[src/rtl/core/wsd_pkg.sv]
// Shared types and constants for the WebSocket frame deframer.
// Depends on nothing; every other file in rtl/core imports it.
package wsd_pkg;

  // One received byte with its end-of-buffer flag.
  typedef struct packed {
    logic [7:0] rx_byte;
    logic       buffer_end;
  } wsd_in_t;

  // One result word.
  typedef struct packed {
    logic [1:0] kind;
    logic [7:0] data;
    logic [3:0] opcode_seen;
    logic       end_mark;
  } wsd_out_t;

  // Up to two result words produced by one received byte, in order.
  typedef struct packed {
    logic [1:0] count;
    wsd_out_t   first;
    wsd_out_t   second;
  } wsd_res_t;

  // Parser phases
  localparam logic [2:0] PH_FIRST   = 3'd0;
  localparam logic [2:0] PH_SECOND  = 3'd1;
  localparam logic [2:0] PH_EXTLEN  = 3'd2;
  localparam logic [2:0] PH_MASK    = 3'd3;
  localparam logic [2:0] PH_PAYLOAD = 3'd4;
  localparam logic [2:0] PH_DONE    = 3'd5;
  localparam logic [2:0] PH_CLOSE   = 3'd6;

  // Result kinds
  localparam logic [1:0] KIND_DATA     = 2'd0;
  localparam logic [1:0] KIND_COMPLETE = 2'd1;
  localparam logic [1:0] KIND_CLOSE    = 2'd2;
  localparam logic [1:0] KIND_SHORT    = 2'd3;

  localparam logic [3:0] OP_CLOSE    = 4'h8;
  localparam logic [6:0] LEN_EXT16   = 7'd126;
  localparam logic [6:0] LEN_EXT64   = 7'd127;
  localparam logic [3:0] EXT16_BYTES = 4'd2;
  localparam logic [3:0] EXT64_BYTES = 4'd8;
  localparam logic [3:0] KEY_BYTES   = 4'd4;

  localparam int QUEUE_DEPTH = 4;
  localparam int QPTR_W      = $clog2(QUEUE_DEPTH);
  localparam int QCNT_W      = $clog2(QUEUE_DEPTH + 1);

endpackage

[src/rtl/core/websocket_frame_deframer.sv]
// Top level of the WebSocket frame deframer: input register, parser and
// result queue. Uses wsd_pkg, wsd_parse and wsd_outq.
//
// Takes one byte of a received buffer per clock and returns the unmasked
// payload bytes, then one status word (complete, close or short) on the
// buffer's last byte. A taken byte is held in the input register and parsed
// there once the queue has room; its words are then written into the queue.
// Throughput is one byte per clock as long as the result side keeps up; the
// last byte of a buffer that also carries payload makes two words, which leave
// the four-word result queue one per clock while not stalled, and the byte
// channel stalls whenever that queue cannot take two words.
module websocket_frame_deframer import wsd_pkg::*; (
  input  logic     clk,
  input  logic     rst,
  input  logic     frame_valid,
  output logic     frame_stall,
  input  wsd_in_t  frame_word,
  output logic     item_valid,
  input  logic     item_stall,
  output wsd_out_t item_word
);

  logic     in_v;
  wsd_in_t  in_word;
  logic     room;
  logic     go;
  wsd_res_t res;

  assign go          = in_v && room;
  // hold the registered byte until the queue can take its words
  assign frame_stall = in_v && !room;

  always_ff @(posedge clk) begin
    if (rst) begin
      in_v <= 1'b0;
    end else if (!frame_stall) begin
      in_v <= frame_valid;
    end
  end

  always_ff @(posedge clk) begin
    if (frame_valid && !frame_stall) begin
      in_word <= frame_word;
    end
  end

  wsd_parse u_parse (
    .clk  (clk),
    .rst  (rst),
    .go   (go),
    .word (in_word),
    .res  (res)
  );

  wsd_outq u_outq (
    .clk        (clk),
    .rst        (rst),
    .res        (res),
    .room       (room),
    .item_valid (item_valid),
    .item_stall (item_stall),
    .item_word  (item_word)
  );

endmodule

[src/rtl/core/wsd_parse.sv]
// Frame header parser and payload unmasker: holds the per-frame state and
// turns one registered byte into up to two result words. Uses wsd_pkg.
module wsd_parse import wsd_pkg::*; (
  input  logic     clk,
  input  logic     rst,
  input  logic     go,
  input  wsd_in_t  word,
  output wsd_res_t res
);

  logic [2:0]  phase, phase_next;
  logic [3:0]  header_count, header_count_next;
  logic [63:0] frame_length, frame_length_next;
  logic [31:0] mask_key, mask_key_next;
  logic        mask_on, mask_on_next;
  logic [63:0] payload_count, payload_count_next;
  logic [3:0]  opcode_hold, opcode_hold_next;
  logic        ext_long, ext_long_next;

  logic [7:0]  b;
  logic [6:0]  len7;
  logic [3:0]  hc_inc;
  logic [7:0]  key_byte;
  logic        have_data;
  wsd_out_t    data_item;
  wsd_out_t    status_item;
  logic [1:0]  status_kind;

  assign b      = word.rx_byte;
  assign len7   = b[6:0];
  assign hc_inc = header_count + 4'd1;

  always_comb begin
    case (payload_count[1:0])
      2'd0:    key_byte = mask_key[31:24];
      2'd1:    key_byte = mask_key[23:16];
      2'd2:    key_byte = mask_key[15:8];
      default: key_byte = mask_key[7:0];
    endcase
  end

  always_comb begin
    phase_next         = phase;
    header_count_next  = header_count;
    frame_length_next  = frame_length;
    mask_key_next      = mask_key;
    mask_on_next       = mask_on;
    payload_count_next = payload_count;
    opcode_hold_next   = opcode_hold;
    ext_long_next      = ext_long;
    have_data          = 1'b0;
    status_kind        = KIND_SHORT;
    data_item          = '0;
    status_item        = '0;
    res                = '0;

    unique case (phase)
      PH_FIRST: begin
        opcode_hold_next = b[3:0];
        phase_next = (b[3:0] == OP_CLOSE) ? PH_CLOSE : PH_SECOND;
      end
      PH_SECOND: begin
        mask_on_next      = b[7];
        header_count_next = 4'd0;
        if (len7 == LEN_EXT16 || len7 == LEN_EXT64) begin
          ext_long_next     = (len7 == LEN_EXT64);
          frame_length_next = 64'd0;
          phase_next        = PH_EXTLEN;
        end else begin
          frame_length_next = {57'd0, len7};
          if (b[7]) begin
            phase_next = PH_MASK;
          end else begin
            payload_count_next = 64'd0;
            phase_next = (len7 == 7'd0) ? PH_DONE : PH_PAYLOAD;
          end
        end
      end
      PH_EXTLEN: begin
        frame_length_next = {frame_length[55:0], b};
        header_count_next = hc_inc;
        if (hc_inc == (ext_long ? EXT64_BYTES : EXT16_BYTES)) begin
          header_count_next = 4'd0;
          if (mask_on) begin
            phase_next = PH_MASK;
          end else begin
            payload_count_next = 64'd0;
            phase_next = (frame_length_next == 64'd0) ? PH_DONE : PH_PAYLOAD;
          end
        end
      end
      PH_MASK: begin
        mask_key_next     = {mask_key[23:0], b};
        header_count_next = hc_inc;
        if (hc_inc == KEY_BYTES) begin
          header_count_next  = 4'd0;
          payload_count_next = 64'd0;
          phase_next = (frame_length == 64'd0) ? PH_DONE : PH_PAYLOAD;
        end
      end
      PH_PAYLOAD: begin
        have_data          = 1'b1;
        payload_count_next = payload_count + 64'd1;
        // payload_count climbs from zero by one, so equality ends the frame
        if (payload_count_next == frame_length) begin
          phase_next = PH_DONE;
        end
      end
      default: begin
        // frame done or close frame: drop the byte
      end
    endcase

    data_item.kind        = KIND_DATA;
    data_item.data        = mask_on ? (b ^ key_byte) : b;
    data_item.opcode_seen = opcode_hold_next;
    data_item.end_mark    = 1'b0;

    // A one-byte buffer is short even when it opens a close frame.
    if (phase == PH_FIRST) begin
      status_kind = KIND_SHORT;
    end else if (phase_next == PH_DONE) begin
      status_kind = KIND_COMPLETE;
    end else if (phase_next == PH_CLOSE) begin
      status_kind = KIND_CLOSE;
    end else begin
      status_kind = KIND_SHORT;
    end
    status_item.kind        = status_kind;
    status_item.data        = 8'd0;
    status_item.opcode_seen = opcode_hold_next;
    status_item.end_mark    = 1'b1;

    if (word.buffer_end) begin
      phase_next         = PH_FIRST;
      header_count_next  = 4'd0;
      frame_length_next  = 64'd0;
      mask_key_next      = 32'd0;
      mask_on_next       = 1'b0;
      payload_count_next = 64'd0;
      ext_long_next      = 1'b0;
    end

    if (go) begin
      if (have_data) begin
        res.first  = data_item;
        res.second = status_item;
        res.count  = word.buffer_end ? 2'd2 : 2'd1;
      end else if (word.buffer_end) begin
        res.first = status_item;
        res.count = 2'd1;
      end
    end
  end

  always_ff @(posedge clk) begin
    if (rst) begin
      phase         <= PH_FIRST;
      header_count  <= 4'd0;
      frame_length  <= 64'd0;
      mask_key      <= 32'd0;
      mask_on       <= 1'b0;
      payload_count <= 64'd0;
      opcode_hold   <= 4'd0;
      ext_long      <= 1'b0;
    end else if (go) begin
      phase         <= phase_next;
      header_count  <= header_count_next;
      frame_length  <= frame_length_next;
      mask_key      <= mask_key_next;
      mask_on       <= mask_on_next;
      payload_count <= payload_count_next;
      opcode_hold   <= opcode_hold_next;
      ext_long      <= ext_long_next;
    end
  end

  a_end_restarts: assert property (@(posedge clk) disable iff (rst)
    go && word.buffer_end |=> phase == PH_FIRST && header_count == 4'd0)
    else $error("parser did not restart after buffer end");

  a_payload_nonzero: assert property (@(posedge clk) disable iff (rst)
    phase == PH_PAYLOAD |-> frame_length != 64'd0 && payload_count < frame_length)
    else $error("payload phase with no payload left");

endmodule

[src/rtl/core/wsd_outq.sv]
// Four-word result queue between the parser and the result channel.
// Takes up to two words per cycle, gives one while the result channel does not stall. Uses wsd_pkg.
module wsd_outq import wsd_pkg::*; (
  input  logic     clk,
  input  logic     rst,
  input  wsd_res_t res,
  output logic     room,
  output logic     item_valid,
  input  logic     item_stall,
  output wsd_out_t item_word
);

  wsd_out_t            q [QUEUE_DEPTH];
  logic [QPTR_W-1:0]   wp, rp;
  logic [QCNT_W-1:0]   cnt, cnt_next;
  logic                pop;
  logic [QCNT_W-1:0]   after_pop;

  assign item_valid = (cnt != '0);
  assign item_word  = q[rp];
  assign pop        = item_valid && !item_stall;
  assign after_pop  = cnt - {{(QCNT_W-1){1'b0}}, pop};
  // room for the largest burst one byte can make
  assign room       = (after_pop <= QCNT_W'(QUEUE_DEPTH - 2));
  assign cnt_next   = after_pop + {{(QCNT_W-2){1'b0}}, res.count};

  always_ff @(posedge clk) begin
    if (res.count != 2'd0) begin
      q[wp] <= res.first;
    end
    if (res.count == 2'd2) begin
      q[wp + QPTR_W'(1)] <= res.second;
    end
  end

  always_ff @(posedge clk) begin
    if (rst) begin
      wp  <= '0;
      rp  <= '0;
      cnt <= '0;
    end else begin
      wp  <= wp + res.count[QPTR_W-1:0];
      rp  <= rp + {{(QPTR_W-1){1'b0}}, pop};
      cnt <= cnt_next;
    end
  end

  a_no_overflow: assert property (@(posedge clk) disable iff (rst)
    res.count != 2'd0 |-> cnt_next <= QCNT_W'(QUEUE_DEPTH))
    else $error("result queue overflow");

  a_pair_ends_buffer: assert property (@(posedge clk) disable iff (rst)
    res.count == 2'd2 |-> res.second.end_mark && res.first.kind == KIND_DATA)
    else $error("second word of a pair is not the buffer status");

endmodule

[config.mk]
export PLATFORM = sky130hd
export DESIGN_NAME = websocket_frame_deframer
export DESIGN_NICKNAME = d
export VERILOG_FILES = /design/src/rtl/core/wsd_pkg.sv /design/src/rtl/core/websocket_frame_deframer.sv /design/src/rtl/core/wsd_parse.sv /design/src/rtl/core/wsd_outq.sv
export SDC_FILE = /design/constraint.sdc
export NUM_CORES = 1
export LEC_CHECK = 0
export BUFFER_PORTS_ARGS = -buffer_cell sky130_fd_sc_hd__clkbuf_2
export CAP_MARGIN = 20
export CORE_MARGIN = 8
export CORE_UTILIZATION = 40
export DETAILED_ROUTE_END_ITERATION = 8
export PLACE_DENSITY_LB_ADDON = 0.2
export SLEW_MARGIN = 30
export SYNTH_ARGS = -nofsm -noshare
export SYNTH_HDL_FRONTEND = slang
export SYNTH_SLANG_ARGS = --single-unit
[constraint.sdc]
create_clock -name clk -period 8.6 [get_ports clk]
set_input_delay 0 -clock clk [delete_from_list [all_inputs] [get_ports clk]]
set_output_delay 0 -clock clk [all_outputs]
set_load 0.03 [all_outputs]
; After elaboration in Yosys (flattened, before gate mapping)
; Memory sizes are Yosys's and may differ from the RTL's. A register that Yosys moved wholly into a read port is not among the register bits.
; Index checks and enable logic that the tools add are counted.
[op_classes]
n_addsub = 7
n_lt_le_gt_ge = 1
n_eq_ne = 20
muxes = 51
n_bitwise = 1
reduce_logical = 27
[op_table]
columns = cell, n
row1 = $mux 64, 7
row2 = $pmux 64 s4, 1
row3 = $logic_not 64->1, 2
row4 = $pmux 64 s2, 1
row5 = $mux 32, 3
row6 = $add 64x1->64 const B, 1
row7 = $eq 64x64->1, 1
row8 = $mux 3, 8
row9 = $pmux 8 s3, 1
row10 = $mux 4, 5
row11 = $mux 17, 1
row12 = $mux 16, 1
row13 = $mux 15, 1
row14 = $pmux 3 s5, 1
row15 = $eq 7x7->1 const B, 2
row16 = $mux 1, 14
row17 = $pmux 4 s3, 1
row18 = $eq 3x3->1 const B, 3
row19 = $ne 3x3->1 const B, 3
row20 = $mux 2, 4
row21 = $mux 8, 1
row22 = $reduce_and 2->1, 4
row23 = $reduce_bool 2->1, 4
row24 = $xor 8x8->8, 1
row25 = other kinds (27), 36
[totals]
reg_bits = 190
ramBits = 60
inputBits = 13
elab_cells = 122
mem_count = 1
[memory_table]
columns = memory, depth, width, rd, rd_ports_with_merged_regs, write_ports, line
row1 = u_outq.q, 4, 15, 1, 1, 2, wsd_outq.sv:13  ; wsd_out_t q [QUEUE_DEPTH];

; Logic depth before layout (Yosys ltp)
; Gate-level depths: netlist of run 1.
[logic_depth]
word_depth = 15
depth_mapped = 16

; Modules after synthesis
; Synthesis of run 1 repeated with hierarchy kept, for this count alone.
[hier_totals]
hier_cells = 1655
hier_area_um2 = 14595.2
[by_module_without_submodules]
columns = mod, instances, cells_per_inst, area_per_inst_um2, seq_area_each_um2
row1 = wsd_parse, 1, 1450, 10807.9, 3463.3
row2 = wsd_outq, 1, 191, 3460.8, 1941.9
row3 = websocket_frame_deframer, 1, 14, 326.6, 290.3

; Least setup slack after synthesis of run 1
; Ideal clock, no wire load.
[synth_path]
kind = flip-flop to flip-flop
start = register u_parse.payload_count[1]
end = register u_parse.phase[0]
t_arrival_ns = 3.838
required_ns = 8.530
path_slack_ns = 4.692
stages_incl_launch_ff = 13
path_cell_list = dfxtp_1 ha_1 nand4_2 or4_1 clkbuf_1 or4_4 or2_4 a31oi_1 nand4_1 or4_1 or4_1 a2111o_1 a21oi_1
[synth_via]
elab_chain_cells = 5
[synth_rtl]
columns = element, line
row1 = from (decl), wsd_parse.sv:16  ; logic [63:0] payload_count, payload_count_next;
row2 = from (signal assigned), wsd_parse.sv:172  ; payload_count <= payload_count_next;
row3 = $add 64x1->64, wsd_parse.sv:103  ; payload_count_next = payload_count + 64'd1;
row4 = $eq 64x64->1, wsd_parse.sv:105  ; if (payload_count_next == frame_length) begin
row5 = $mux 3, wsd_parse.sv:105
row6 = $pmux 3 s5, wsd_parse.sv:57  ; unique case (phase)
row7 = $mux 3, wsd_parse.sv:134  ; if (word.buffer_end) begin
row8 = to (signal assigned), wsd_parse.sv:167  ; phase <= phase_next;
row9 = to (decl), wsd_parse.sv:11  ; logic [2:0] phase, phase_next;
; Every way passes these cells.
; A chain may end at the register's enable or synchronous reset.

==> results of run 1 <==
synth_stat cells (3+ instances only):
library cell  count
inv_1            25
a31o_2            4
nand2b_1         12
and3_1           20
ha_1             13
a211oi_1          8
dfxtp_1         213
o21ai_0          86
xnor2_1          54
a22oi_1          43
nand3b_1         20
clkbuf_1         99
or3_1            37
edfxtp_1         37
or2_2             3
nor2b_1          18
and2_1            4
o211ai_1          3
nand4b_1          6
nor3b_1           4
a21oi_1         172
xor2_1           48
mux2i_1           9
a32oi_1           3
or4_1            19
buf_4             7
nor4_1           42
and4_1           11
nand2_1         143
o22ai_1           5
nor3_1           31
nor2_1          186
nand3_1          94
o21bai_1          3
mux4_2           15
o31ai_1           4
a222oi_1          9
buf_2            18
a22o_1           33
nand4_2           3
o2111ai_1         3
a31oi_1           8
nand4_1          35
kinds of logic (layout without fill, tap and decap cells):
| kind of cell | after synthesis | count (layout) | synth area share (%) |
|---|---|---|---|
| AND/OR/NAND/NOR | 702 | 702 | 26.38 |
| AO/OA/AOI/OAI | 403 | 403 | 18.24 |
| flip-flops | 250 | 250 | 39.59 |
| buffers and inverters | 154 | 134 | 4.709 |
| XOR/XNOR | 102 | 102 | 6.580 |
| multiplexers | 24 | 24 | 3.152 |
| adder cells (fa/ha/maj) | 14 | 14 | 1.346 |
metrics by stage:
stage | cell area, um^2 | power [uW] | worst slack, ps | instances
after detailed placement | 13870 | 1715 | 3599 | 2010
final | 15000 | 2991 | 3606 | 2077
after global placement | 13870 | 1712 | 3675 | 2010
after CTS | 15000 | 3025 | 3590 | 2077
after global routing | 15000 | 3112 | 3246 | 2077
after floorplan | 13580 | 1587 | 4692 | 1649
state kept, by name, summed over array words and instances, names as in the netlist:
register and cells:
u_outq.cnt 3, u_parse.mask_on 1, in_word 9, u_parse.ext_long 1, u_parse.header_count 4, u_outq.rp 2, in_v 1, u_outq.wp 2
u_parse.payload_count 64, u_parse.phase 3, u_outq.q 60, u_parse.frame_length 64, u_parse.opcode_hold 4, u_parse.mask_key 32
placed cells by master (no fill, tap or decap), types with 15 or more instances in the layout:
| master | count |
|---|---|
| or4_1 | 19 |
| clkbuf_16 | 29 |
| a21oi_1 | 172 |
| dfxtp_1 | 212 |
| nor3_1 | 30 |
| clkbuf_2 | 28 |
| or3_1 | 37 |
| xnor2_1 | 54 |
| xor2_1 | 48 |
| mux4_2 | 15 |
| a22oi_1 | 43 |
| edfxtp_1 | 37 |
| nand4_1 | 35 |
| o21ai_0 | 86 |
| inv_1 | 25 |
| nand3b_1 | 20 |
| and3_1 | 20 |
| nand3_1 | 94 |
| a22o_1 | 32 |
| nor2_1 | 184 |
| nor2b_1 | 18 |
| nor4_1 | 42 |
| nand2_1 | 143 |
worst max-delay path by stage:
| stage | start | endpoint | slack, ps | cells after the start |
|---|---|---|---|---|
| detailed placement | u_parse.payload_count[0] | u_outq.q[1][14] | 3600 | 11 |
| floorplan | u_parse.payload_count[1] | u_parse.phase[0] | 4690 | 12 |
| global placement | u_parse.payload_count[0] | u_outq.q[0][14] | 3680 | 11 |
| global route | u_parse.payload_count[0] | u_outq.q[2][14] | 3250 | 11 |
| CTS | u_parse.payload_count[0] | u_outq.q[1][14] | 3590 | 11 |
| finish | u_parse.payload_count[0] | u_outq.q[1][14] | 3610 | 11 |
routing by layer:
layer | up-vias | track usage (%)
met4 | 2 | 7.413
met3 | 92 | 3.582
met5 | - | 0.1229
met2 | 412 | 32.63
li1 | 5932 | -
met1 | 5939 | 28.40
where the power goes:
part	switching (uW)	total (uW)	internal, uW
registers	61.7	1280	1220
logic	279	406	127
clock network	524	1300	779
total	865	2990	2130
layout make-up:
cell class                      instances  area (um^2)
Clock buffer                           40        807.0
Multi-Input combinational cell       1245         7597
Tap cell                              448        560.5
Fill cell                            3318        18450
Inverter                               26        97.59
Sequential cell                       250         5376
Clock inverter                         14        191.4
Timing Repair Buffer                   54        371.6
repair_timing:
item | CTS | global route
resized for setup | 0 | 0
endpoints found under the hold margin | 112 | 0
hold buffers | 13 | 0
==> flow_summary_export.csv, run 1 <==
group,metric,value,unit
run_status,run_status,"finished, final reports clean",
logic_synthesis,synth_edf_count,37,
logic_synthesis,synthTopCellsByArea,"dfxtp_1 (31%), edfxtp_1 (8.2%), a21oi_1 (6.3%), nor2_1 (5.1%), nand2_1 (4.0%)",
floorplan,die_area,40090,um^2
drt,wl_met1,19380,um
timing,tightestPinTransition,1080,ps
placed_design,dp_hpwl,29840,um
setup_path,critical_path_required,8900,ps
drt,via_per_inst,5.959,
setup_path,r2r_cells,11,
clock_tree,cts_root_buf,"clkbuf_16",
setup_path,critPathKind,"reg2reg",
drt,postRouteAntennaNets,0,
timing,slew_viol_final,0,
setup_path,rrSetupSlack,3610,ps
setup_path,cp.arrival,5290,ps
clock_tree,insertion_delay,570,ps
timing,rsz0062_at_grt,"no",
clock_tree,clock_sinks,250,
global_route,grt_usage,20.80,%
timing,final.setup.tns,0,ps
logic_synthesis,yosysWarnings,0,
pwr,p_leak,0.005192,uW
logic_synthesis,ys_types,74,
floorplan,fp-row-count,67,
logic_synthesis,synth_flop_cell,"dfxtp_1",
drt,met3WireLength,2882,um
drt,first_pass_iters,5,
finish,antenna_cells,0,
timing,period_minus_slack,4994,ps
drt,drcViolationCount,0,
setup_path,r2r-end,"u_outq.q[1][14]",
drt,routedWlPerCell,20.79,um
global_route,grt_overflow_total,0,
pwr,power.density,199.4,nW/um^2
logic_synthesis,ys_ff_latch,250,
setup_path,cp-end-kind,"flop",
setup_path,cpPeakStageDelay,660,ps
logic_synthesis,ys_seq_area_share,39.59,%
global_route,first_global_vias,11799,
timing,max-slew-margin-rel,27.31,%
global_route,antenna_found_initial,1,
setup_path,critPathTopFamily,"simple AND/OR/NAND/NOR gates",
drt,num_vias,12377,
placed_design,place_congestion,0.9626,
floorplan,num_io_pins,30,
logic_synthesis,yosys.area.top_type,"dfxtp_1",
logic_synthesis,synth_area_per_cell,8.233,um^2
logic_synthesis,async_flop_share,0,%
worst_hold_path,hold_path.startpoint,"frame_word[7]",
setup_path,cp_cell_sequence,"ha_1 -> nand4_2 -> or4_1 -> or4_4 -> or2_4 -> a31oi_1 -> nand4_1 -> or4_1 -> or4_1 -> a21oi_1 -> nor2_1",
drt,wl,43170,um
floorplan,initial_core_util,40.59,%
logic_synthesis,synth_top_area_share,31.41,%
drt,drt_iter0_drc,1159,
global_route,grt_pass1_wl,68470,um
worst_hold_path,whs_endpoint,"in_word[7]",
worst_hold_path,min_path_cells,2,
clock_tree,cts_max_path_buffers,3,
worst_hold_path,hold_class,"in2reg",
floorplan,core-area,33450,um^2
floorplan,die_h,200.2,um
finish,nets,1633,
timing,skew,21.65,ps
drt,highest_layer,"met5",
setup_path,path_buf_inv,0,
clock_tree,cts_tree,"done",
clock_tree,clkTransAtPathRegs,60,ps
setup_path,crit_path_frequent_cell,"or4_1",
logic_synthesis,synth_cells,1649,
clock_tree,post_cts_buffers,0,
timing,hold_ws,165.2,ps
timing,final_hold_viol_count,0,
global_route,grt_max_degree,99,
setup_path,reg2reg_from,"u_parse.payload_count[0]",
drt,wl_met2,19400,um
finish,syn_to_final_growth,10.50,%
setup_path,worstPathMaxFanout,21,
clock_tree,cts-htree-levels,1,
logic_synthesis,syn_nets,1676,
timing,setup_violations,0,
setup_path,crit_path_top_delay_cell,"or4_1",
logic_synthesis,syn_area,13580,um^2
setup_path,startpoint_type,"flop",
timing,max_freq,200.3,MHz
flow_run,maxCapViolations,0,
placed_design,portBuffers,29,
pwr,worst_ir_drop_vdd,0.0001408,V
clock_tree,numCtsBuffers,29,
finish,drive_gt1_share,8.165,%
timing,fin_crit_sh,58.06,%
finish,final_core_util,44.85,%
floorplan,fp.dieW,200.2,um
Note: power is estimated with default switching activity, not from simulation.
==> run 2, diff against run 1 <==
==> constraint.sdc (replaced) <==
create_clock -name clk -period 4.8 [get_ports clk]
set_input_delay 0 -clock clk [delete_from_list [all_inputs] [get_ports clk]]
set_output_delay 0 -clock clk [all_outputs]
set_load 0.03 [all_outputs]
==> run 2 against run 1 <==
Compared with the run above:
- core utilization grew 0.44 points
- clock power grew 67%
- non-clock buffer count grew 29
- worst hold slack lost 31 ps
- combinational power grew 87%
- clock skew grew 16 ps
- via count grew 1.8%
- wire length grew 4.7%
- sequential power grew 79%
- clock-buffer cell count grew 7
- critical path depth is the same
- cell count grew 1.3%
- critical path type unchanged
==> flow_summary_export.csv, run 2 (synthesis gave the netlist of run 1 again) <==
group,metric,value,unit
run_status,run_status,"finished, final reports clean",
setup_path,crit_path_frequent_cell,"or4_1",
global_route,grt_max_degree,136,
setup_path,cp_cell_sequence,"ha_1 -> nand4_2 -> or4_1 -> or4_4 -> or2_4 -> a31oi_1 -> nand4_1 -> or4_1 -> or4_1 -> a2111o_1 -> a21oi_1",
finish,final_cell_area,15150,um^2
finish,final_common_cell,"dfxtp_1",
timing,hold_ws,133.8,ps
timing,tightestPinTransition,880.2,ps
timing,fin_crit_sh,90.90,%
clock_tree,clkTransAtPathRegs,70,ps
finish,syn_to_final_growth,11.58,%
timing,rsz0062_at_grt,"no",
global_route,grt_pass1_wl,70040,um
clock_tree,clock_sinks,250,
clock_tree,cts_root_buf,"clkbuf_16",
finish,reg_top3,"u_parse.frame_length: 64 flops, u_parse.payload_count: 64 flops, u_outq.q: 60 flops",
placed_design,place_area,14090,um^2
setup_path,r2r_cells,11,
timing,max_freq,229.2,MHz
setup_path,rrSetupSlack,440,ps
drt,via_per_inst,5.990,
pwr,power.density,344.5,nW/um^2
global_route,use_met1,28.90,%
floorplan,die_h,200.2,um
finish,layout_common_cells,"dfxtp_1 (212), nor2_1 (184), a21oi_1 (172)",
worst_hold_path,hold_class,"in2reg",
floorplan,die_area,40090,um^2
setup_path,crit_path_top_delay_cell,"or4_1",
timing,slew_viol_final,0,
timing,final_hold_viol_count,0,
drt,drt_iter0_drc,1166,
drt,routedWlPerCell,21.48,um
timing,period_minus_slack,4363,ps
clock_tree,insertion_delay,590,ps
placed_design,portBuffers,29,
clock_tree,ctsResizeCount,0,
clock_tree,post_cts_buffers,0,
setup_path,reg2reg_from,"u_parse.payload_count[1]",
drt,first_pass_iters,5,
setup_path,cp-end-kind,"flop",
global_route,grt_overflow_total,0,
flow_run,maxCapViolations,0,
finish,antenna_cells,0,
setup_path,cp.arrival,4880,ps
clock_tree,cts-htree-levels,1,
pwr,worst_ir_drop_vdd,0.0002599,V
drt,postRouteAntennaNets,0,
finish,nets,1661,
setup_path,cpPeakStageDelay,680,ps
global_route,first_global_vias,11904,
global_route,grt_use_met3,4.018,%
drt,wl,45200,um
finish,n_fill_cell,3307,
drt,num_vias,12602,
placed_design,place_congestion,0.9430,
setup_path,startpoint,"u_parse.payload_count[1]",
global_route,grt_usage,21.53,%
floorplan,fp-row-count,67,
setup_path,r2r-end,"u_parse.phase[0]",
setup_path,worstPathMaxFanout,9,
clock_tree,numCtsBuffers,28,
setup_path,critical_path_required,5320,ps
global_route,met2_usage,34.34,%
timing,max-slew-margin-rel,41.32,%
finish,final_core_util,45.29,%
floorplan,fp.dieW,200.2,um
timing,setup_violations,0,
setup_path,critPathKind,"reg2reg",
floorplan,num_io_pins,30,
pwr,p_leak,0.005298,uW
placed_design,dp_hpwl,31760,um
global_route,antenna_found_initial,0,
finish,drive_gt1_share,9.300,%
drt,drcViolationCount,0,
timing,final.setup.tns,0,ps
setup_path,critical_path.endpoint,"u_parse.phase[0]",
setup_path,startpoint_type,"flop",
placed_design,pre_cts_ws,473.1,ps
timing,worst_slack,436.6,ps
timing,skew,37.94,ps
floorplan,core-area,33450,um^2
clock_tree,cts_tree,"done",
global_route,busiest_layer,"met2",
floorplan,initial_core_util,40.59,%
clock_tree,cts_max_path_buffers,3,
run 2: cell count changes in the layout (fill, tap and decap cells not counted), sizes merged:
cell / previous run / this run
clkinvlp: 1 / 0
clkbuf: 68 / 75
inv: 29 / 25
buf: 13 / 42
bufinv: 4 / 1
clkinv: 6 / 5
run 2: worst max-delay path: cells and delay by family, from the launching register on:
family | cells | cell delay (ps)
fa+ha+maj | 1 | 240
compound gates | 3 | 760
simple gates | 7 | 2840
flops | 1 | 460
run 2: power by group:
part	internal (uW)	switching (uW)	total (uW)	leakage (uW)
Combinational	244	515	759	0.00280
Sequential	2190	104	2290	0.00206
Clock	1250	919	2170	0.000447
Total	3680	1540	5220	0.00530
run 2: stage by stage:
stage | total power, uW | std cells
after floorplan | 2844 | 1649
after global placement | 3088 | 2039
after detailed placement | 3094 | 2039
after CTS | 5267 | 2104
after global routing | 5422 | 2104
final | 5218 | 2104
run 2: per-layer routing:
layer  vias up  routed length, um  part of all wire (%)
met4         0               1393                   3.1
met2       496              20490                    45
met1      6046              19830                    44
li1       5969                  -                     -
met3        91               3482                   7.7
met5         -                  0                     0
run 2: worst min path at each step:
stage | start | slack (ps) | cells past startpoint | end
floorplan | frame_word[0] | 100 | 0 | in_word[0]
finish | frame_word[5] | 130 | 2 | in_word[5]
detailed placement | frame_word[1] | 180 | 1 | in_word[1]
global placement | frame_word[5] | 180 | 1 | in_word[5]
CTS | frame_word[1] | 100 | 2 | in_word[1]
global route | frame_word[6] | 110 | 2 | in_word[6]
run 2: cell type report:
| cell class | count | area [um^2] | share of cell area (%) |
|---|---|---|---|
| well taps | 448 | 560.5 | 3.700 |
| inverters | 26 | 97.59 | 0.6443 |
| repair buffers | 83 | 593.1 | 3.915 |
| flip-flops and latches | 250 | 5376 | 35.49 |
| multi-input cells | 1245 | 7596 | 50.14 |
| clock inverters | 5 | 82.58 | 0.5451 |
| clock buffers | 47 | 842.1 | 5.559 |
run 2: timing repair:
item,4_1_cts,5_1_grt
hold endpoints to repair,78,0
hold buffers,13,0
endpoints found under the setup margin,0,0
